[config.mk]
export PLATFORM = sky130hd
export DESIGN_NAME = osh_lane
export DESIGN_NICKNAME = d
export VERILOG_FILES = /design/src/osh_pkg.sv /design/src/osh_lane.sv
export SDC_FILE = /design/constraint.sdc
export NUM_CORES = 2
export LEC_CHECK = 0
export CAP_MARGIN = 30
export CORE_MARGIN = 2
export CORE_UTILIZATION = 65
export CTS_BUF_LIST = sky130_fd_sc_hd__clkbuf_4
export CTS_CLUSTER_DIAMETER = 100
export DETAILED_ROUTE_END_ITERATION = 10
export DONT_BUFFER_PORTS = 1
export PLACE_DENSITY = 0.91
export SETUP_SLACK_MARGIN = 0.5
export SYNTH_ARGS = -nofsm -noshare
export SYNTH_HDL_FRONTEND = slang
export SYNTH_SLANG_ARGS = --single-unit
export TNS_END_PERCENT = 10
[constraint.sdc]
create_clock -name clk -period 20.3 [get_ports clk]
set_input_delay 2.03 -clock clk [delete_from_list [all_inputs] [get_ports clk]]
set_output_delay 2.03 -clock clk [all_outputs]
set_load 0.01 [all_outputs]
[src/osh_pkg.sv]
// ----------------------------------------------------------------------------
// Oversampled hold crossfade package
// Shared widths, fixed-point constants, register indexes and the lane
// control word.
// ----------------------------------------------------------------------------
package osh_pkg;

    localparam int SAMPLE_W  = 24;
    localparam int RATE_W    = 40;
    localparam int FRAC_W    = 32;
    localparam int RAMP_W    = 18;
    localparam int RAMP_FRAC = 16;
    localparam int PORTS     = 4;
    localparam int CFG_W     = 3;
    localparam int CFG_IDX_W = 1;

    typedef logic signed [SAMPLE_W-1:0] sample_t;
    typedef logic [RAMP_W-1:0]          ramp_t;

    localparam ramp_t   RAMP_ONE  = 18'h10000;
    localparam ramp_t   RAMP_HALF = 18'h08000;
    localparam ramp_t   RAMP_MAX  = 18'h3FFFF;
    localparam sample_t S24_MAX   = 24'sh7FFFFF;
    localparam sample_t S24_MIN   = 24'sh800000;

    localparam logic [CFG_IDX_W-1:0] CFG_OSL = 1'b0;
    localparam logic [CFG_IDX_W-1:0] CFG_CHN = 1'b1;

    typedef struct packed {
        logic             fading;
        logic             cap_held;
        logic             cap_long;
        ramp_t            ramp;
        logic [PORTS-1:0] active;
    } lane_ctl_t;

endpackage

[src/osh_lane.sv]
// ----------------------------------------------------------------------------
// Oversampled hold crossfade lane
// Held samples of one channel and a two-stage crossfade multiply-add.
// ----------------------------------------------------------------------------
module osh_lane import osh_pkg::*; (
    input  logic      clk,
    input  logic      rst_n,
    input  logic      accept,
    input  logic      adv2,
    input  lane_ctl_t ctl,
    input  logic      active,
    input  sample_t   x,
    output sample_t   y
);

    localparam int DIF_W  = SAMPLE_W + 1;
    localparam int PROD_W = RAMP_W + 1 + DIF_W;
    localparam int SUM_W  = PROD_W - RAMP_FRAC + 1;
    localparam logic signed [PROD_W-1:0] ROUND_BIAS = PROD_W'(1) << (RAMP_FRAC - 1);

    sample_t                   held_reg;
    sample_t                   long_reg;
    logic                      s1_fade_reg;
    sample_t                   s1_long_reg;
    sample_t                   s1_plain_reg;
    logic signed [DIF_W-1:0]   s1_dif_reg;
    ramp_t                     s1_ramp_reg;
    logic                      s2_fade_reg;
    sample_t                   s2_long_reg;
    sample_t                   s2_plain_reg;
    logic signed [PROD_W-1:0]  s2_prod_reg;

    sample_t                   held_next;
    sample_t                   long_next;
    logic signed [DIF_W-1:0]   dif;
    logic signed [RAMP_W:0]    ramp_s;
    logic signed [PROD_W-1:0]  rounded;
    logic signed [PROD_W-1:0]  scaled;
    logic signed [SUM_W-1:0]   sum;
    sample_t                   sat;

    always_comb
    begin
        held_next = (active && ctl.cap_held) ? x : held_reg;
        long_next = (active && ctl.cap_long) ? x : long_reg;
        dif       = DIF_W'(held_next) - DIF_W'(long_next);
    end

    always_ff @(posedge clk or negedge rst_n)
    begin
        if (!rst_n)
        begin
            held_reg <= '0;
            long_reg <= '0;
        end
        else if (accept)
        begin
            held_reg <= held_next;
            long_reg <= long_next;
        end
    end

    always_ff @(posedge clk)
    begin
        if (accept)
        begin
            s1_fade_reg  <= active && ctl.fading;
            s1_long_reg  <= long_next;
            s1_plain_reg <= active ? held_next : x;
            s1_dif_reg   <= dif;
            s1_ramp_reg  <= ctl.ramp;
        end
    end

    assign ramp_s = signed'({1'b0, s1_ramp_reg});

    always_ff @(posedge clk)
    begin
        if (adv2)
        begin
            s2_fade_reg  <= s1_fade_reg;
            s2_long_reg  <= s1_long_reg;
            s2_plain_reg <= s1_plain_reg;
            s2_prod_reg  <= ramp_s * s1_dif_reg;
        end
    end

    always_comb
    begin
        rounded = s2_prod_reg + ROUND_BIAS;
        scaled  = rounded >>> RAMP_FRAC;
        sum     = SUM_W'(scaled) + SUM_W'(s2_long_reg);
        if (sum > SUM_W'(S24_MAX))
        begin
            sat = S24_MAX;
        end
        else if (sum < SUM_W'(S24_MIN))
        begin
            sat = S24_MIN;
        end
        else
        begin
            sat = sum[SAMPLE_W-1:0];
        end
        y = s2_fade_reg ? sat : s2_plain_reg;
    end

endmodule

After elaboration in Yosys (flattened, before gate mapping)
Index checks and enable logic that the tools add are counted.
{ "word_totals": {"regBits": 233, "out_inout_bits": 24, "elab_cells": 26} }
{ "classes": {"n_addsub": 3, "n_mul": 1, "n_lt_le_gt_ge": 2, "muxes": 6, "reduce_logical": 3} }
{ "ops": {"columns": ["cell", "n"], "rows": [
  ["$mux 24", 6],
  ["$add 44x17->44 const B", 1],
  ["$mul 19x25->44", 1],
  ["$add 28x24->29", 1],
  ["$gt 29x24->1 const B", 1],
  ["$lt 29x24->1 const B", 1],
  ["$sub 24x24->25", 1],
  ["$logic_and 1x1->1", 3]
]} }

Depth between registers and ports, before layout
{ "depth": {"word_depth": 6, "ltp_mapped": 25, "mapped_depth_nobuf": 23} }

Least setup slack after synthesis
Ideal clock, no wire load.
{ "synth_timing": {"path_type": "register to register", "from": "reg s1_dif_reg[24]", "to": "reg s2_prod_reg[43], data pin", "setup_ns": 0.260, "arrival_time_ns": 6.500, "t_required_ns": 20.040, "setup_slack_ns": 13.540, "stages_incl_launch_ff": 25, "period_less_slack_ns": 6.760, "cell_sequence": "edfxtp_1 -> clkbuf_1 -> clkbuf_1 -> nand2_1 -> fa_1 -> inv_1 -> fa_1 -> fa_1 -> inv_1 -> fa_1 -> inv_1 -> fa_1 -> inv_1 -> fa_1 -> inv_1 -> ha_1 -> a21o_1 -> a21o_1 -> a21o_1 -> a21o_1 -> a21oi_1 -> o21ai_0 -> a211o_1 -> a21oi_1 -> xnor2_1"} }
{ "synth_via": {"elab_chain_cells": 1} }
{ "synth_lines": {"columns": ["element", "line_no", "text"], "rows": [
  ["start, declared", "osh_lane.sv:26", "logic signed [DIF_W-1:0] s1_dif_reg;"],
  ["start signal, assigned", "osh_lane.sv:70", "s1_dif_reg <= dif;"],
  ["$mul 19x25->44", "osh_lane.sv:84", "s2_prod_reg <= ramp_s * s1_dif_reg;"],
  ["end signal, assigned", "osh_lane.sv:84", null],
  ["end, declared", "osh_lane.sv:31", "logic signed [PROD_W-1:0] s2_prod_reg;"]
]} }
No other way between the ends.
A chain may end at the register's enable or synchronous reset.

Worst setup path after layout
{ "layout_timing": {"from": "reg s2_prod_reg[17]", "to": "out y[18]"} }
{ "layout_via": {"elab_chain_cells": 6, "word_cells_on_any_way": 7, "classes_between": "add/sub (2); order compare (2); mux (3)"} }
{ "layout_lines": {"columns": ["element", "line_no", "text"], "rows": [
  ["$add 44x17->44 (*)", "osh_lane.sv:90", "rounded = s2_prod_reg + ROUND_BIAS;"],
  ["$add 28x24->29 (*)", "osh_lane.sv:92", "sum = SUM_W'(scaled) + SUM_W'(s2_long_reg);"],
  ["$lt 29x24->1", "osh_lane.sv:97", "else if (sum < SUM_W'(S24_MIN))"],
  ["$mux 24", "osh_lane.sv:97", null],
  ["$mux 24 (*)", "osh_lane.sv:93", "if (sum > SUM_W'(S24_MAX))"],
  ["$mux 24 (*)", "osh_lane.sv:105", "y = s2_fade_reg ? sat : s2_plain_reg;"],
  ["end, declared", "osh_lane.sv:13", "output sample_t y"]
]} }
Mark *: on every way between the ends. The rest lies on a longest branch, timed or not.

==> results.toml <==
[drt]
drt_wl_total_um = 62850
via_per_inst = 5.909
ant_nets = 0
drtIter0Drc = 1477
drc = 0
wire_per_inst_um = 19.64
dr.pass1.iters = 6
vias = 18910

[global_routing]
grt_pass1_vias = 21292
overflow = 0
grt_max_degree = 188
grtUsageTotal = 0.3124
grt_first_pass_wirelength_um = 103400
antenna_found_initial = 1

[logic_synthesis]
postSynthCellCount = 2647
synth_flop_cell = "edfxtp_1"
syn_avg_cell_area_um2 = 10.08
yosys.cell_types.count = 65
syn_area_mm2 = 0.02668
synthArstFlopShare = 0.2202
synth_top_area_share = 0.3346
synth_nets = 3309
post-synth-top-area-cell = "fa_1"
synth_seq_area_share = 0.2363
synth_edf_count = 170
ys_ff_latch = 218
yosysWarnings = 0
synth_area_leaders = "fa_1 33%, edfxtp_1 19%, inv_1 8.0%"

[clock_tree]
postCtsSetupBuffers = 0
cts_tree = "done"
cts_num_sinks = 218
cts_max_level = 2
worst_skew_pair.late_latency_ns = 0.80
cts_made_buffers = 56
cts_buffer_depth = 3
post_cts_resized = 0
cts_root_buffer = "clkbuf_4"
cts-hold-fix-buffers = 0
path_clk_slew_ns = 0.07

[floorplan]
row_count = 74
initial_core_util = 0.6565
dieArea_mm2 = 0.04269
die_w_um = 206.6
core_mm2 = 0.04065
fp.dieH_um = 206.6
io_pins = 78

[timing]
final.min_clock_period_ns = 7.830
rsz0062_at_grt = "false"
fin_setup_tns_ns = 0
finalClockSkew_ns = 0.07446
final_max_slew_viol_count = 0
hold_violations = 0
finalSetupViolations = 0
fmax_mhz = 127.7
period_share = 0.3857
slew_headroom = 0.3123
tightest_slew_ns = 1.032

[finish]
area_growth_pct = 4.567
layout_common_cells = "567 x inv_1, 446 x fa_1, 281 x and2_1"
final_common_cell = "inv_1"
drive_gt1_frac = 0.04987
largest_register_ffs = 29
finalNetCount = 3282

[setup_path]
path_buf_inv = 0
endpoint_kind = "output port"
worstSetupPathType = "reg -> out"
cp_common_cell = "and3_1"
cp_cell_sequence = "and3_1, and3_1, and2_1, and3_1, nand2_1, nor2_1, nand3_1, nor2_1, xor2_1, ha_1, a211oi_1, o21bai_1, and2_1, nor3_1, o21ai_1, a31oi_2, xnor2_1, or4_1, o21a_2, a221o_1"
cp-start-kind = "flip-flop"
crit_required_ns = 18.27
critPathTopFamily = "simple AND/OR/NAND/NOR gates"
cp_max_fo = 23
crit_arrival_ns = 5.80
slowest_stage = "or4_1"
slowest_delay_ns = 0.52

[placed_design]
port_buffers = 0
place.detailed.hpwl_um = 46830
globalplace.congestion = 0.9497

[run_status]
outcome = "complete, no violations"

[flow_run]
cap_violations = 0

[min_path]
min_path_type = "reg -> reg"
-- logic make-up after synthesis --
logic type	count (synthesis)	synth area share
AO/OA/AOI/OAI	297	0.07282
XOR/XNOR	100	0.03282
adder cells (fa/ha/maj)	608	0.4106
buffers and inverters	664	0.09397
flip-flops	218	0.2363
multiplexers	49	0.01847
AND/OR/NAND/NOR	711	0.1350
-- Yosys cell counts (all sizes together) (6+ instances only) --
master and n:
edfxtp 170, a211oi 8, xor2 26, buf 11, nor2b 13, o31ai 6
nand3 23, nand4 10, dfrtp 48, nor2 118, xnor2 74, clkbuf 86
mux2i 47, ha 162, fa 446, nand2 212, inv 567, o21bai 8
o211ai 6, a21o 32, nor3 12, o21a 16, nand2b 7, a21oi 140
and2 282, a221o 22, o21ai 30, and3 16
-- cell type report --
type / instances / area [um2]
Tap cell: 532 / 665.6
Sequential cell: 218 / 6306
Fill cell: 2671 / 12740
Antenna cell: 1 / 2.502
Multi-Input combinational cell: 1765 / 17870
Clock buffer: 89 / 668.1
Timing Repair Buffer: 12 / 110.1
Inverter: 567 / 2128
Clock inverter: 16 / 151.4
-- worst paths after layout --
check / from / endpoint / slack, ns / cells past startpoint
max in group asynchronous: rst_n / long_reg[23]$_DFFE_PN0P_ / 19.19 / 0
worst min-delay path: s1_long_reg[8]$_DFFE_PP_ / s2_long_reg[8]$_DFFE_PP_ / 0.40 / 0
worst max-delay path: s2_prod_reg[17]$_DFFE_PP_ / y[18] / 12.47 / 20
worst min register to register: s1_long_reg[8]$_DFFE_PP_ / s2_long_reg[8]$_DFFE_PP_ / 0.40 / 0
worst max register to register: s1_ramp_reg[2]$_DFFE_PP_ / s2_prod_reg[43]$_DFFE_PP_ / 12.63 / 22
min in group asynchronous: rst_n / long_reg[0]$_DFFE_PN0P_ / 0.94 / 0
-- layer usage --
metal | track usage | wire length (um) | part of all wire | vias up
li1 | - | - | - | 8209
met4 | 0.1605 | 2958 | 0.047 | 0
met2 | 0.5547 | 32960 | 0.52 | 969
met5 | 0 | 0 | 0 | -
met1 | 0.3611 | 21730 | 0.35 | 9464
met3 | 0.05950 | 5198 | 0.083 | 268
-- stage by stage --
stage                     area, um2  std cells  setup slack (ns)    util  hold slack [ns]
after floorplan               26680       2647             13.54       -           0.4003
after CTS                     27870       3198             12.29  0.6857           0.3895
final                         27900       3200             12.47  0.6865           0.4022
after detailed placement      27050       3093             12.71  0.6655           0.4045
after global routing          27900       3200             12.09  0.6865           0.4213
after global placement        27050       3093             12.90  0.6655           0.4006
Power is left out: the tool's default activity adds up to more than one toggle a clock period on the data nets, which glitch-free logic cannot reach.
