===== config.mk =====
export PLATFORM = sky130hd
export DESIGN_NAME = osh_ctrl
export DESIGN_NICKNAME = d
export VERILOG_FILES = /design/src/osh_pkg.sv /design/src/osh_ctrl.sv
export SDC_FILE = /design/constraint.sdc
export NUM_CORES = 1
export LEC_CHECK = 0
export ABC_CLOCK_PERIOD_IN_PS = 14900
export BUFFER_PORTS_ARGS = -buffer_cell sky130_fd_sc_hd__buf_2
export CAP_MARGIN = 20
export CORE_MARGIN = 3
export CORE_UTILIZATION = 61
export CTS_CLUSTER_DIAMETER = 40
export DETAILED_ROUTE_END_ITERATION = 16
export PLACE_DENSITY = 0.85
export REMOVE_ABC_BUFFERS = 1
export SKIP_CTS_REPAIR_TIMING = 1
export SLEW_MARGIN = 15
export SYNTH_ARGS = -nofsm -noshare
export SYNTH_HDL_FRONTEND = slang
export SYNTH_SLANG_ARGS = --single-unit

===== constraint.sdc =====
create_clock -name clk -period 14.9 [get_ports clk]
set_input_delay 2.235 -clock clk [delete_from_list [all_inputs] [get_ports clk]]
set_output_delay 2.235 -clock clk [all_outputs]
set_load 0.01 [all_outputs]

===== src/osh_pkg.sv =====
// ----------------------------------------------------------------------------
// Oversampled hold crossfade package
// Shared widths, fixed-point constants, register indexes and the lane
// control word.
// ----------------------------------------------------------------------------
package osh_pkg;

    localparam int SAMPLE_W  = 24;
    localparam int RATE_W    = 40;
    localparam int FRAC_W    = 32;
    localparam int RAMP_W    = 18;
    localparam int RAMP_FRAC = 16;
    localparam int PORTS     = 4;
    localparam int CFG_W     = 3;
    localparam int CFG_IDX_W = 1;

    typedef logic signed [SAMPLE_W-1:0] sample_t;
    typedef logic [RAMP_W-1:0]          ramp_t;

    localparam ramp_t   RAMP_ONE  = 18'h10000;
    localparam ramp_t   RAMP_HALF = 18'h08000;
    localparam ramp_t   RAMP_MAX  = 18'h3FFFF;
    localparam sample_t S24_MAX   = 24'sh7FFFFF;
    localparam sample_t S24_MIN   = 24'sh800000;

    localparam logic [CFG_IDX_W-1:0] CFG_OSL = 1'b0;
    localparam logic [CFG_IDX_W-1:0] CFG_CHN = 1'b1;

    typedef struct packed {
        logic             fading;
        logic             cap_held;
        logic             cap_long;
        ramp_t            ramp;
        logic [PORTS-1:0] active;
    } lane_ctl_t;

endpackage


===== src/osh_ctrl.sv =====
// ----------------------------------------------------------------------------
// Oversampled hold crossfade control
// Hold timing, phase counters, fade ramp and the per-beat lane control word.
// ----------------------------------------------------------------------------
module osh_ctrl import osh_pkg::*; #(
    parameter int CHANNELS              = 4,
    parameter int FADE_SAMPLES          = 64,
    parameter int MAX_OVERSAMPLING_LOG2 = 4
) (
    input  logic                 clk,
    input  logic                 rst_n,
    input  logic                 cfg_we,
    input  logic [CFG_IDX_W-1:0] cfg_index,
    input  logic [CFG_W-1:0]     cfg_data,
    input  logic                 accept,
    input  logic [RATE_W-1:0]    end_rate,
    output lane_ctl_t            ctl
);

    localparam int EW   = (MAX_OVERSAMPLING_LOG2 < 1) ? 1 : $clog2(MAX_OVERSAMPLING_LOG2 + 1);
    localparam int PW   = (MAX_OVERSAMPLING_LOG2 < 1) ? 1 : MAX_OVERSAMPLING_LOG2;
    localparam int FW   = $clog2(FADE_SAMPLES + 1);
    localparam int NL   = (CHANNELS < PORTS) ? CHANNELS : PORTS;
    localparam int STEP = (65536 + FADE_SAMPLES / 2) / FADE_SAMPLES;
    localparam ramp_t RAMP_STEP = RAMP_W'(STEP);

    logic [CFG_W-1:0] osl_reg;
    logic [CFG_W-1:0] chn_reg;
    logic [EW-1:0]    hold_exp_reg;
    logic [EW-1:0]    sub_exp_reg;
    logic [PW-1:0]    phase_reg;
    logic [PW-1:0]    sub_phase_reg;
    logic [FW-1:0]    fade_left_reg;
    ramp_t            ramp_reg;
    logic             rising_reg;

    logic [3:0]        kmax;
    logic [RATE_W-1:0] rate_m1;
    logic [EW-1:0]     tgt_exp;
    logic              stop;
    logic              fading_old;
    logic              start;
    logic              rising_new;
    logic [EW-1:0]     lo_exp;
    logic [EW-1:0]     hi_exp;
    logic [EW-1:0]     hold_eff;
    logic [EW-1:0]     sub_eff;
    logic [PW-1:0]     sub_phase_eff;
    ramp_t             ramp_eff;
    logic              rising_eff;
    logic              fading;
    logic [FW-1:0]     fade_left_eff;
    logic [PW:0]       phase_inc;
    logic [PW:0]       sub_inc;
    logic              wrap;
    logic              sub_wrap;
    logic [RAMP_W:0]   ramp_sum;
    ramp_t             ramp_up;
    ramp_t             ramp_dn;
    logic [3:0]        chn_lim;

    logic [EW-1:0]     hold_exp_next;
    logic [PW-1:0]     phase_next;
    logic [PW-1:0]     sub_phase_next;
    logic [FW-1:0]     fade_left_next;
    ramp_t             ramp_next;

    // Target hold exponent: leading zeros of the fraction of (rate - 1),
    // capped by the oversampling setting. Zero rates and integer rates above one give zero.
    always_comb
    begin
        kmax    = ({1'b0, osl_reg} > 4'(MAX_OVERSAMPLING_LOG2)) ?
                  4'(MAX_OVERSAMPLING_LOG2) : {1'b0, osl_reg};
        rate_m1 = end_rate - RATE_W'(1);
        tgt_exp = '0;
        stop    = (rate_m1[RATE_W-1:FRAC_W] != '0);
        for (int i = 0; i < MAX_OVERSAMPLING_LOG2; i++)
        begin
            if (!stop && (4'(i) < kmax) && !rate_m1[FRAC_W-1-i])
            begin
                tgt_exp = EW'(i + 1);
            end
            else
            begin
                stop = 1'b1;
            end
        end
    end

    always_comb
    begin
        fading_old    = (fade_left_reg != '0);
        start         = !fading_old && (tgt_exp != hold_exp_reg) && (phase_reg == '0);
        rising_new    = (hold_exp_reg > tgt_exp);
        lo_exp        = rising_new ? tgt_exp : hold_exp_reg;
        hi_exp        = rising_new ? hold_exp_reg : tgt_exp;
        hold_eff      = start ? lo_exp : hold_exp_reg;
        sub_eff       = start ? (hi_exp - lo_exp) : sub_exp_reg;
        sub_phase_eff = start ? '0 : sub_phase_reg;
        ramp_eff      = start ? (rising_new ? '0 : RAMP_ONE) : ramp_reg;
        rising_eff    = start ? rising_new : rising_reg;
        fading        = fading_old || start;
        fade_left_eff = start ? FW'(FADE_SAMPLES) : fade_left_reg;

        phase_inc  = {1'b0, phase_reg} + (PW+1)'(1);
        wrap       = (phase_inc >= ((PW+1)'(1) << hold_eff));
        phase_next = wrap ? '0 : phase_inc[PW-1:0];

        sub_inc  = {1'b0, sub_phase_eff} + (PW+1)'(1);
        sub_wrap = (sub_inc >= ((PW+1)'(1) << sub_eff));
        if (wrap && fading)
        begin
            sub_phase_next = sub_wrap ? '0 : sub_inc[PW-1:0];
        end
        else
        begin
            sub_phase_next = sub_phase_eff;
        end

        ramp_sum = {1'b0, ramp_eff} + {1'b0, RAMP_STEP};
        ramp_up  = (ramp_sum > {1'b0, RAMP_MAX}) ? RAMP_MAX : ramp_sum[RAMP_W-1:0];
        ramp_dn  = (ramp_eff > RAMP_STEP) ? (ramp_eff - RAMP_STEP) : '0;
        if (fading)
        begin
            ramp_next      = rising_eff ? ramp_up : ramp_dn;
            fade_left_next = fade_left_eff - FW'(1);
        end
        else
        begin
            ramp_next      = ramp_eff;
            fade_left_next = fade_left_eff;
        end

        if (fading && (fade_left_next == '0) && (ramp_next < RAMP_HALF))
        begin
            hold_exp_next = hold_eff + sub_eff;
        end
        else
        begin
            hold_exp_next = hold_eff;
        end
    end

    always_comb
    begin
        if (chn_reg == '0)
        begin
            chn_lim = 4'd1;
        end
        else if ({1'b0, chn_reg} > 4'(NL))
        begin
            chn_lim = 4'(NL);
        end
        else
        begin
            chn_lim = {1'b0, chn_reg};
        end
        for (int c = 0; c < PORTS; c++)
        begin
            ctl.active[c] = (4'(c) < chn_lim);
        end
        ctl.fading   = fading;
        ctl.cap_held = (phase_reg == '0);
        ctl.cap_long = fading && (phase_reg == '0) && (sub_phase_eff == '0);
        ctl.ramp     = ramp_eff;
    end

    always_ff @(posedge clk or negedge rst_n)
    begin
        if (!rst_n)
        begin
            osl_reg       <= '0;
            chn_reg       <= CFG_W'(1);
            hold_exp_reg  <= '0;
            sub_exp_reg   <= '0;
            phase_reg     <= '0;
            sub_phase_reg <= '0;
            fade_left_reg <= '0;
            ramp_reg      <= '0;
            rising_reg    <= 1'b0;
        end
        else if (cfg_we)
        begin
            case (cfg_index)
                CFG_OSL:
                begin
                    osl_reg       <= cfg_data;
                    hold_exp_reg  <= '0;
                    phase_reg     <= '0;
                    sub_phase_reg <= '0;
                end
                CFG_CHN:
                begin
                    chn_reg       <= cfg_data;
                    phase_reg     <= '0;
                    sub_phase_reg <= '0;
                end
                default:
                begin
                end
            endcase
        end
        else if (accept)
        begin
            hold_exp_reg  <= hold_exp_next;
            sub_exp_reg   <= sub_eff;
            phase_reg     <= phase_next;
            sub_phase_reg <= sub_phase_next;
            fade_left_reg <= fade_left_next;
            ramp_reg      <= ramp_next;
            rising_reg    <= rising_eff;
        end
    end

endmodule


---- Yosys cells after proc, flatten, opt, wreduce, memory -nomap -nowiden ----
Index checks and enable logic that the tools add are counted.
storage, ports and cells
  output and inout port bits .............. 25
  flip-flop bits (word level) ............. 46
  word-level logic and storage cells ...... 110
  bits of input ports ..................... 48
cells by class
  multiplexer cells ....................... 35
  shift operators ......................... 2
  reduce and logical (&&, ||, !) cells .... 36
  bitwise logic cells ..................... 2
  add/subtract/negate cells ............... 8
  equal/unequal tests ..................... 2
  magnitude comparators ................... 16
operators with widths
  kind                    count
  $mux 18                 5
  $sub 40x1->40 const B   1
  $mux 3                  13
  $mux 4                  8
  $add 18x11->19 const B  1
  $gt 19x18->1 const B    1
  $gt 18x11->1 const B    1
  $lt 18x16->1 const B    1
  $sub 18x11->18 const B  1
  $mux 17                 1
  $logic_and 1x1->1       15
  $mux 7                  2
  $add 4x1->5 const B     2
  $ge 5x5->1              2
  $shl 1x3->5 const A     2
  $logic_not 1->1         9
  $logic_not 4->1         2
  $lt 1x4->1 const A      2
  $lt 2x4->1 const A      2
  $reduce_and 2->1        4
  $reduce_bool 8->1       1
  $logic_not 7->1         1
  $reduce_bool 7->1       1
  $sub 7x1->7 const B     1
  14 further kinds        22

---- Logic depth before layout (Yosys ltp) ----
Gate-level depths: netlist of the first run.
  depth after elaboration ................. 32
  depth in mapped cells ................... 27
  mapped depth without buffers ............ 27

---- Worst setup path after synthesis of the first run ----
No wires, ideal clock.
  kind .................................... input -> output
  from .................................... input end_rate[5]
  to ...................................... output ctl[22] in the netlist's numbering
  data arrival time ....................... 5.642 ns
  cell stages on the path ................. 17
  data required time ...................... 12.665 ns
  setup slack ............................. 7.023 ns
  path through ............................ nor4_1 -> and4_1 -> nand3_1 -> o21ai_0 -> o31ai_1 -> a211oi_1 -> ha_1 -> and3_1 -> or4_4 -> buf_6 -> clkbuf_1 -> clkbuf_1 -> clkbuf_1 -> nand2_1 -> ha_1 -> nand2_1 -> nor2_1
RTL lines
  item         line            text
  from (decl)  osh_ctrl.sv:16  input logic [RATE_W-1:0] end_rate,
  to (decl)    osh_ctrl.sv:17  output lane_ctl_t ctl

==> qor.yml, run 1 <==
critical_path:
  crit_family: "simple AND/OR/NAND/NOR gates"
  path_class: "input port to output port"
  slowest_delay_ns: 0.76
  crit_cells: 16
  path_buf_inv: 3
  arrival_ns: 5.89
  worstPathCellList: "buf_2 -> nor4_1 -> and4_1 -> nand3_1 -> o21ai_0 -> o31ai_1 -> a211oi_1 -> ha_1 -> and3_1 -> or4_4 -> and2_1 -> inv_1 -> ha_1 -> nand2_1 -> nor2_1 -> buf_2"
  cp.required_ns: 12.66
  crit_slowest_cell: "or4_4"
  path_max_fanout: 35
  start_kind: "input port"
  ff2ff_path_depth: 20
  end_kind: "output port"
cts:
  insertion_delay_ns: 0.30
  htreeDepth: 2
  cts_tree: "yes"
  root_buffer: "clkbuf_8"
  cts.clk_slew.worst_paths_ns: 0.09
  clockBufferDepth: 2
  cts_made_buffers: 5
  cts_sinks: 46
grt:
  grt_use_total_pct: 26.1
  grt_first_pass_wirelength_mm: 15.7
  antenna_found_initial: 0
  grt_max_degree: 47
  grt_pass1_vias: 3423
  grt_overflow: 0
layout:
  drive_gt1_share_pct: 20.4
  final_cell_mix: "71 x buf_2, 50 x nand2_1, 45 x dfrtp_1"
  layout.nets: 582
  n_antenna_cell: 0
  area_delta_synth_final_pct: 13.2
  largest_reg_flops: 18
  final_common_cell: "buf_2"
  fill_cells: 429
power_and_ir_drop:
  peakVddDrop_v: 0.0000971
  power.leakage_nw: 2.09
  power_density_nw_per_um2: 121
synthesis:
  synth.cell_area_sq_um: 3750
  yosys.area_share.simple_pct: 28.0
  ys_seq_elements: 46
  synth_xor_area_share_pct: 5.14
  ys.flop_type: "dfrtp_1"
  muxShareOfSynthArea_pct: 2.90
  avgSynthCellArea_sq_um: 8.37
  synth_top_area_share_pct: 30.0
  synthAdderAreaFrac_pct: 8.54
  yosysWarnings: 0
  postSynth.asyncResetShare_pct: 100
  synthTopCellsByArea: "dfrtp_1 30%, ha_1 8.0%, nand2_1 5.0%"
  synth_compound_area_share_pct: 19.8
  yosysSeqAreaShare_pct: 30.7
  syn-instance-count: 448
  yosysTopAreaCell: "dfrtp_1"
  synth_enable_flop_cells: 0
  synth_top_family_by_area: "simple AND/OR/NAND/NOR gates"
  synth_cell_types: 67
sta:
  clock_skew_ns: 0.00563
  max_freq_mhz: 123
  final_hold_viol_count: 0
  timing.slew.headroom_pct: 49.8
  setup_tns_ns: 0
  drv_slew: 0
  rsz0062_at_grt: "false"
  min_period_over_period_pct: 54.5
  setup_viol: 0
  tightest_slew_ns: 0.749
  min_period_ns: 8.12
  whs_ns: 0.506
min_path:
  hold_class: "flop to flop"
  whs_path_depth: 2
placement:
  finalWeightedCongestion: 0.902
  port_buffers: 71
  dp_hpwl_mm: 6.74
job:
  cap_viol_max_count: 0
floorplan:
  core_area_sq_um: 5710
  dieArea_sq_um: 7120
  initial_core_util_pct: 65.7
  dieWidth_um: 84.4
  rows: 27
  die_h_um: 84.4
  io_pins: 73
run_status:
  outcome: "completed"
routing:
  viasPerCell: 6.21
  drt-pass1-iter-count: 5
  dr_total_vias: 3612
  drtIter0Drc: 252
  drc_errors: 0
  post_drt_wl_per_cell_um: 15.7
  wl_mm: 9.12
  ant_nets: 0
==> power breakdown <==
part	total, W	switching [W]	internal (W)
registers	0.000185	0.0000365	0.000149
logic	0.000235	0.000136	0.0000988
clock network	0.0000931	0.0000436	0.0000494
total	0.000513	0.000216	0.000297
==> worst min-delay path, stage by stage, from the launching register on <==
cell and delay [ns]:
dfrtp_1 0.35, nand2_1 0.05, o21ai_0 0.07
==> Yosys cell counts, types with 4 or more instances <==
cell type	count
ha_1	24
nand3b_1	7
nor2_1	31
inv_1	23
a21oi_1	19
or3_1	4
dfrtp_1	45
nand2b_1	9
nand4_1	5
and3_1	5
a31oi_1	6
nor4_1	15
o21ai_0	24
mux2_2	7
clkbuf_1	13
buf_2	4
nand3_1	22
and2_1	14
a21o_1	17
xnor2_1	14
nand2_1	50
xor2_1	8
nor3_1	13
==> metal layers <==
metal  up-vias  wire length, um  global-route usage, %
met5         -                0                      0
li1       1745                -                      -
met3        14              716                   4.91
met2       160             4400                   44.8
met1      1693             3860                   33.8
met4         0              136                   7.05
==> final timing paths <==
| check | endpoint | from | slack (ns) |
|---|---|---|---|
| max | ctl[22] | end_rate[6] | 6.78 |
| min | sub_exp_reg[1] | sub_exp_reg[1] | 0.51 |
| max reg2reg | sub_phase_reg[2] | osl_reg[2] | 9.17 |
| min reg2reg | sub_exp_reg[1] | sub_exp_reg[1] | 0.51 |
| max in group asynchronous | chn_reg[0] | rst_n | 12.54 |
| min in group asynchronous | phase_reg[2] | rst_n | 1.81 |
==> stage by stage <==
step / cell area (sq um) / util (%) / std cells / power (W) / worst slack [ns]
global placement: 4110 / 72.1 / 573 / 0.000410 / 6.95
detailed placement: 4110 / 72.1 / 573 / 0.000417 / 6.81
floorplan: 3650 / - / 428 / 0.000352 / 7.39
finish: 4240 / 74.3 / 582 / 0.000513 / 6.78
global route: 4240 / 74.3 / 582 / 0.000554 / 6.30
CTS: 4220 / 74.0 / 581 / 0.000511 / 6.81
==> logic make-up after synthesis <==
| group | after synthesis |
|---|---|
| buf+inv | 43 |
| other cells | 1 |
| simple gates | 196 |
| mux | 10 |
| flops | 46 |
| compound gates | 105 |
| xor+xnor | 22 |
| fa+ha+maj | 25 |
==> cell type report <==
cell class | count | area (sq um) | area share, %
Multi-Input combinational cell | 359 | 2410 | 56.9
Sequential cell | 46 | 1150 | 27.2
Timing Repair Buffer | 74 | 390 | 9.20
Tap cell | 72 | 90.1 | 2.12
Inverter | 23 | 86.3 | 2.03
Clock buffer | 5 | 68.8 | 1.62
Clock inverter | 3 | 40.0 | 0.944
No activity file was read; power rests on OpenSTA's default activity.
==> run 2, diff against run 1 <==
--- a/config.mk
+++ b/config.mk
@@ -5,14 +5,14 @@
 export SDC_FILE = /design/constraint.sdc
 export NUM_CORES = 1
 export LEC_CHECK = 0
-export ABC_CLOCK_PERIOD_IN_PS = 14900
+export ABC_CLOCK_PERIOD_IN_PS = 7300
 export BUFFER_PORTS_ARGS = -buffer_cell sky130_fd_sc_hd__buf_2
 export CAP_MARGIN = 20
 export CORE_MARGIN = 3
-export CORE_UTILIZATION = 61
+export CORE_UTILIZATION = 51
 export CTS_CLUSTER_DIAMETER = 40
 export DETAILED_ROUTE_END_ITERATION = 16
-export PLACE_DENSITY = 0.85
+export PLACE_DENSITY = 0.76
 export REMOVE_ABC_BUFFERS = 1
 export SKIP_CTS_REPAIR_TIMING = 1
 export SLEW_MARGIN = 15
==> constraint.sdc (replaced) <==
create_clock -name clk -period 7.3 [get_ports clk]
set_input_delay 1.095 -clock clk [delete_from_list [all_inputs] [get_ports clk]]
set_output_delay 1.095 -clock clk [all_outputs]
set_load 0.01 [all_outputs]
==> run 2 against run 1 <==
Compared with the run above:
- setup slack got worse by 5.8 ns
- total power grew 100%
- critical path type is now input port to flop
- first-iteration DRC count is 42% lower
- sequential share of layout area is 0.29 points lower
- clock skew grew 0.0020 ns
- cell area rose by 1.1%
- critical path depth grew 6
- non-clock buffer count up 2
==> qor.yml, run 2 (synthesis results as in run 1) <==
power_and_ir_drop:
  peakVddDrop_v: 0.000184
  seqPwrFrac_pct: 36.1
  power_density_nw_per_um2: 243
  power_frac_comb_pct: 45.8
  power.leakage_nw: 2.09
  p_total_w: 0.00104
  power.net_switching_w: 0.000436
  p_int_w: 0.000608
  p_sw_share_pct: 41.7
  pwr-share-clk_pct: 18.1
grt:
  antenna_found_initial: 0
  grt_first_pass_wirelength_mm: 15.6
  grt_use_total_pct: 21.9
  grt_pass1_vias: 3499
  grt_max_degree: 47
  grt_overflow: 0
sta:
  final_hold_viol_count: 0
  tightest_slew_ns: 0.829
  max_freq_mhz: 157
  clock_skew_ns: 0.00761
  drv_slew: 0
  min_period_ns: 6.36
  rsz0062_at_grt: "false"
  setup_tns_ns: 0
  setup_viol: 0
  min_period_over_period_pct: 87.2
  timing.slew.headroom_pct: 44.6
placement:
  finalWeightedCongestion: 0.918
  dp_hpwl_mm: 6.99
  port_buffers: 71
  placed_area_sq_um: 4160
critical_path:
  end_kind: "flop"
  arrival_ns: 6.56
  start_kind: "input port"
  r2r_slack_ns: 1.93
  path_max_fanout: 6
  path_class: "input port to flop"
  reg2reg_from: "osl_reg[2]"
  reg2reg_to: "hold_exp_reg[0]"
  ff2ff_path_depth: 19
  cp.required_ns: 7.50
cts:
  insertion_delay_ns: 0.30
  cts.clk_slew.worst_paths_ns: 0.09
  cts_sinks: 46
  clockBufferDepth: 2
  htreeDepth: 2
  cts_tree: "yes"
  root_buffer: "clkbuf_8"
  cts_made_buffers: 5
floorplan:
  die_h_um: 91.7
  initial_core_util_pct: 54.0
  dieWidth_um: 91.7
  rows: 30
  io_pins: 73
  dieArea_sq_um: 8420
  core_area_sq_um: 6940
routing:
  dr_total_vias: 3537
  drt-pass1-iter-count: 4
  drtIter0Drc: 145
  wl_mm: 9.13
  drc_errors: 0
  post_drt_wl_per_cell_um: 15.0
  ant_nets: 0
  viasPerCell: 5.82
layout:
  largest_reg_flops: 18
  post-route-cell-area_sq_um: 4290
  multiInputGateArea_sq_um: 2410
  final_cell_mix: "71 x buf_2, 50 x nand2_1, 45 x dfrtp_1"
  fill_cells: 629
  n_antenna_cell: 0
  layout.nets: 584
  ff_latch_area_sq_um: 1150
  area_delta_synth_final_pct: 14.4
  final_common_cell: "buf_2"
  drive_gt1_share_pct: 20.5
min_path:
  hp-start: "sub_exp_reg[1]"
  hold_end: "sub_exp_reg[1]"
  whs_path_depth: 2
  hold_class: "flop to flop"
run_status:
  outcome: "completed"
job:
  cap_viol_max_count: 0
-- run 2: cell count changes in the layout (fill, tap and decap cells not counted), sizes merged --
cell      before  now
buf           74   76
clkinv         2    0
clkbuf         5    6
clkinvlp       0    1
-- run 2: worst max path at each step --
stage | startpoint | endpoint | slack (ns) | cells after the start
2_1_floorplan | end_rate[5] | hold_exp_reg[0] | 1.20 | 21
3_3_place_gp | end_rate[6] | hold_exp_reg[0] | 0.91 | 22
3_5_place_dp | end_rate[13] | hold_exp_reg[0] | 0.71 | 22
4_1_cts | end_rate[13] | hold_exp_reg[0] | 1.02 | 22
5_1_grt | end_rate[6] | sub_phase_reg[2] | 0.29 | 25
6_report | end_rate[13] | hold_exp_reg[0] | 0.94 | 22
-- run 2: power by group through the flow --
stage / combinational, W / clock (W) / sequential (W)
after CTS: 0.000478 / 0.000193 / 0.000375
final: 0.000478 / 0.000189 / 0.000377
after global placement: 0.000463 / 0 / 0.000378
after global routing: 0.000538 / 0.000203 / 0.000385
after floorplan: 0.000357 / 0 / 0.000362
after detailed placement: 0.000475 / 0 / 0.000380
-- run 2: per-stage QoR --
step / setup WS (ns) / hold slack, ns / utilization, % / cells
after floorplan: 1.20 / 0.450 / - / 428
after global placement: 0.911 / 0.464 / 59.9 / 599
after detailed placement: 0.715 / 0.473 / 59.9 / 599
after CTS: 1.02 / 0.492 / 61.5 / 607
after global routing: 0.293 / 0.536 / 61.8 / 608
final: 0.936 / 0.489 / 61.8 / 608
-- run 2: final cells by class --
type                            count  area share, %
Inverter                           23           2.01
Clock buffer                        6           1.69
Clock inverter                      2          0.875
Timing Repair Buffer               76           9.45
Tap cell                           96           2.80
Sequential cell                    46           26.9
Multi-Input combinational cell    359           56.3
-- run 2: critical path, cell delays in order --
cell and delay, ns:
buf_2 0.10, nor4_1 0.37, and4_1 0.31, nand3_1 0.14, o21ai_0 0.17, o31ai_1 0.10, a211oi_1 0.45, ha_1 0.35
and3_1 0.20, or4_4 0.58, nand2_1 0.14, inv_1 0.10, ha_1 0.30, nand3_1 0.13, xnor2_1 0.16, nand2_1 0.10
or4_1 0.42, a211o_1 0.35, a311oi_1 0.39, nor2_1 0.18, a21o_1 0.20, a31o_2 0.23
-- run 2: routing by layer --
layer	global-route usage (%)	part of all wire (%)	vias up
li1	-	-	1751
met1	27.0	43	1655
met2	38.5	49	107
met3	3.45	5.5	24
met4	8.29	2.3	0
met5	0	0	-
==> run 3, diff against run 2 <==
--- a/config.mk
+++ b/config.mk
@@ -5,10 +5,10 @@
 export SDC_FILE = /design/constraint.sdc
 export NUM_CORES = 1
 export LEC_CHECK = 0
-export ABC_CLOCK_PERIOD_IN_PS = 7300
+export ABC_CLOCK_PERIOD_IN_PS = 5100
 export BUFFER_PORTS_ARGS = -buffer_cell sky130_fd_sc_hd__buf_2
 export CAP_MARGIN = 20
-export CORE_MARGIN = 3
+export CORE_MARGIN = 5
 export CORE_UTILIZATION = 51
 export CTS_CLUSTER_DIAMETER = 40
 export DETAILED_ROUTE_END_ITERATION = 16
==> constraint.sdc (replaced) <==
create_clock -name clk -period 5.1 [get_ports clk]
set_input_delay 0.765 -clock clk [delete_from_list [all_inputs] [get_ports clk]]
set_output_delay 0.765 -clock clk [all_outputs]
set_load 0.01 [all_outputs]
==> run 3 against run 2 <==
Compared with the run above:
- cell area increased by 22%
- sequential share of layout area down 4.8 points
- via count is 13% higher
- register-to-register slack worse by 1.7 ns
- clock skew is 0.0031 ns lower
- the run now ends with setup timing left
- critical path type unchanged
- sequential cell count did not move
- highest routed layer unchanged
- setup slack worse by 1.2 ns
- worst hold slack worse by 0.015 ns
- combinational power is 100% higher
- global-route usage about the same
- critical endpoint unchanged
- final cell count rose by 11%
==> qor.yml, run 3 (synthesis results as in run 1) <==
layout:
  multiInputGateArea_sq_um: 2790
  layout.nets: 649
  largest_reg_flops: 18
  area_delta_synth_final_pct: 39.6
  final_cell_mix: "65 x buf_2, 61 x buf_4, 46 x nand2_1"
  final_util_pct: 72.5
  final_common_cell: "buf_2"
  n_antenna_cell: 0
  fill_cells: 531
  stdcell_count: 676
  ff_latch_area_sq_um: 1150
  drive_gt1_share_pct: 38.6
routing:
  drt-pass1-iter-count: 4
  drtIter0Drc: 298
  drc_errors: 0
  wl_mm: 11.5
  ant_nets: 0
  post_drt_wl_per_cell_um: 17.1
  viasPerCell: 5.89
  dr_total_vias: 3985
grt:
  grt_max_degree: 47
  antenna_found_initial: 0
  grt_use_total_pct: 21.9
  grt_pass1_vias: 3683
  grt_first_pass_wirelength_mm: 16.3
  grt_overflow: 0
sta:
  rsz0062_at_grt: "true"
  tightest_slew_ns: 0.740
  drv_slew: 0
  finalWorstSetupSlack_ns: -0.310
  max_freq_mhz: 185
  setup_viol: 22
  min_period_ns: 5.41
  clock_skew_ns: 0.00455
  timing.slew.headroom_pct: 50.3
  final_hold_viol_count: 0
  min_period_over_period_pct: 106
  setup_tns_ns: -3.98
critical_path:
  cp.required_ns: 5.30
  path_max_fanout: 6
  ff2ff_path_depth: 19
  reg2reg_from: "osl_reg[2]"
  arrival_ns: 5.61
  path_class: "input port to flop"
  reg2reg_to: "hold_exp_reg[0]"
  r2r_slack_ns: 0.23
  endpoint: "hold_exp_reg[0]"
  start_kind: "input port"
  end_kind: "flop"
  startpoint: "end_rate[2]"
cts:
  cts_sinks: 46
  clockBufferDepth: 2
  cts_tree: "yes"
  root_buffer: "clkbuf_8"
  cts_made_buffers: 5
  cts.clk_slew.worst_paths_ns: 0.09
  insertion_delay_ns: 0.30
  htreeDepth: 2
job:
  cap_viol_max_count: 0
power_and_ir_drop:
  p_total_w: 0.00179
  power.leakage_nw: 2.51
  power_density_nw_per_um2: 342
  peakVddDrop_v: 0.000301
run_status:
  outcome: "finished with violations"
  violations: "setup timing"
floorplan:
  die_h_um: 95.7
  core_area_sq_um: 7210
  initial_core_util_pct: 52.0
  dieWidth_um: 95.7
  io_pins: 73
  dieArea_sq_um: 9170
  rows: 31
placement:
  finalWeightedCongestion: 0.937
  dp_hpwl_mm: 7.56
  place_inst: 654
  port_buffers: 71
min_path:
  hold_class: "input port to asynchronous set/reset pin"
[run 3: cell types whose count changed in the layout (fill, tap and decap cells not counted), moves of 4 or more]
cell / delta
o21ai_0: -10
buf_6: +14
nor4_1: -8
o21ai_1: +6
o21ai_2: +4
a21oi_2: +5
nand2_1: -4
buf_2: -6
nor4_4: +7
a21oi_1: -7
buf_4: +57
[run 3: power breakdown]
group	switching, W	leakage [nW]	internal (W)
combinational	0.000504	1.85	0.000454
sequential	0.000122	0.605	0.000434
clock	0.000130	0.0514	0.000146
total	0.000756	2.51	0.00103
[run 3: worst max-delay path: stages]
cell and delay [ns]:
buf_2 0.12, nor4_4 0.31, and4_4 0.29, buf_6 0.10, a311oi_2 0.10, o31ai_2 0.30
a211oi_2 0.12, ha_1 0.34, and3_4 0.16, or4_4 0.57, nand2_4 0.10, inv_4 0.05
ha_4 0.17, nand3_4 0.11, xnor2_4 0.13, nand2_2 0.09, or4_4 0.53, a211o_1 0.33
a311oi_2 0.36, nor2_2 0.13, a21o_1 0.18, a31o_2 0.22
[run 3: worst min path at each step]
stage | cells after the start | end | slack, ns | from
floorplan | 2 | sub_exp_reg[1] | 0.45 | sub_exp_reg[1]
global placement | 2 | sub_exp_reg[1] | 0.46 | sub_exp_reg[1]
detailed placement | 2 | sub_exp_reg[1] | 0.48 | sub_exp_reg[1]
CTS | 2 | sub_exp_reg[1] | 0.50 | sub_exp_reg[1]
global route | 1 | ramp_reg[8] | 0.51 | rst_n
finish | 1 | ramp_reg[14] | 0.47 | rst_n
[run 3: metrics by stage]
step,setup slack (ns),instance area (sq um),hold WS (ns)
3_3_place_gp,-0.561,4570,0.463
4_1_cts,-0.425,4680,0.500
2_1_floorplan,-0.670,3650,0.450
5_1_grt,-0.468,5230,0.510
6_report,-0.310,5230,0.474
3_5_place_dp,-0.717,4570,0.477
[run 3: layout make-up]
| cell class | count | area share [%] |
|---|---|---|
| inverter | 23 | 1.75 |
| multi-input combinational | 359 | 53.4 |
| clock buffer | 6 | 1.39 |
| sequential | 46 | 22.0 |
| tap | 99 | 2.37 |
| clock inverter | 2 | 0.718 |
| timing repair buffer | 141 | 18.4 |
[run 3: routing by layer]
layer	up-vias	wire, um	global-route usage (%)
met4	0	296	5.92
met1	1898	4550	27.7
li1	1889	-	-
met5	-	0	0
met3	37	627	2.50
met2	161	6070	39.5
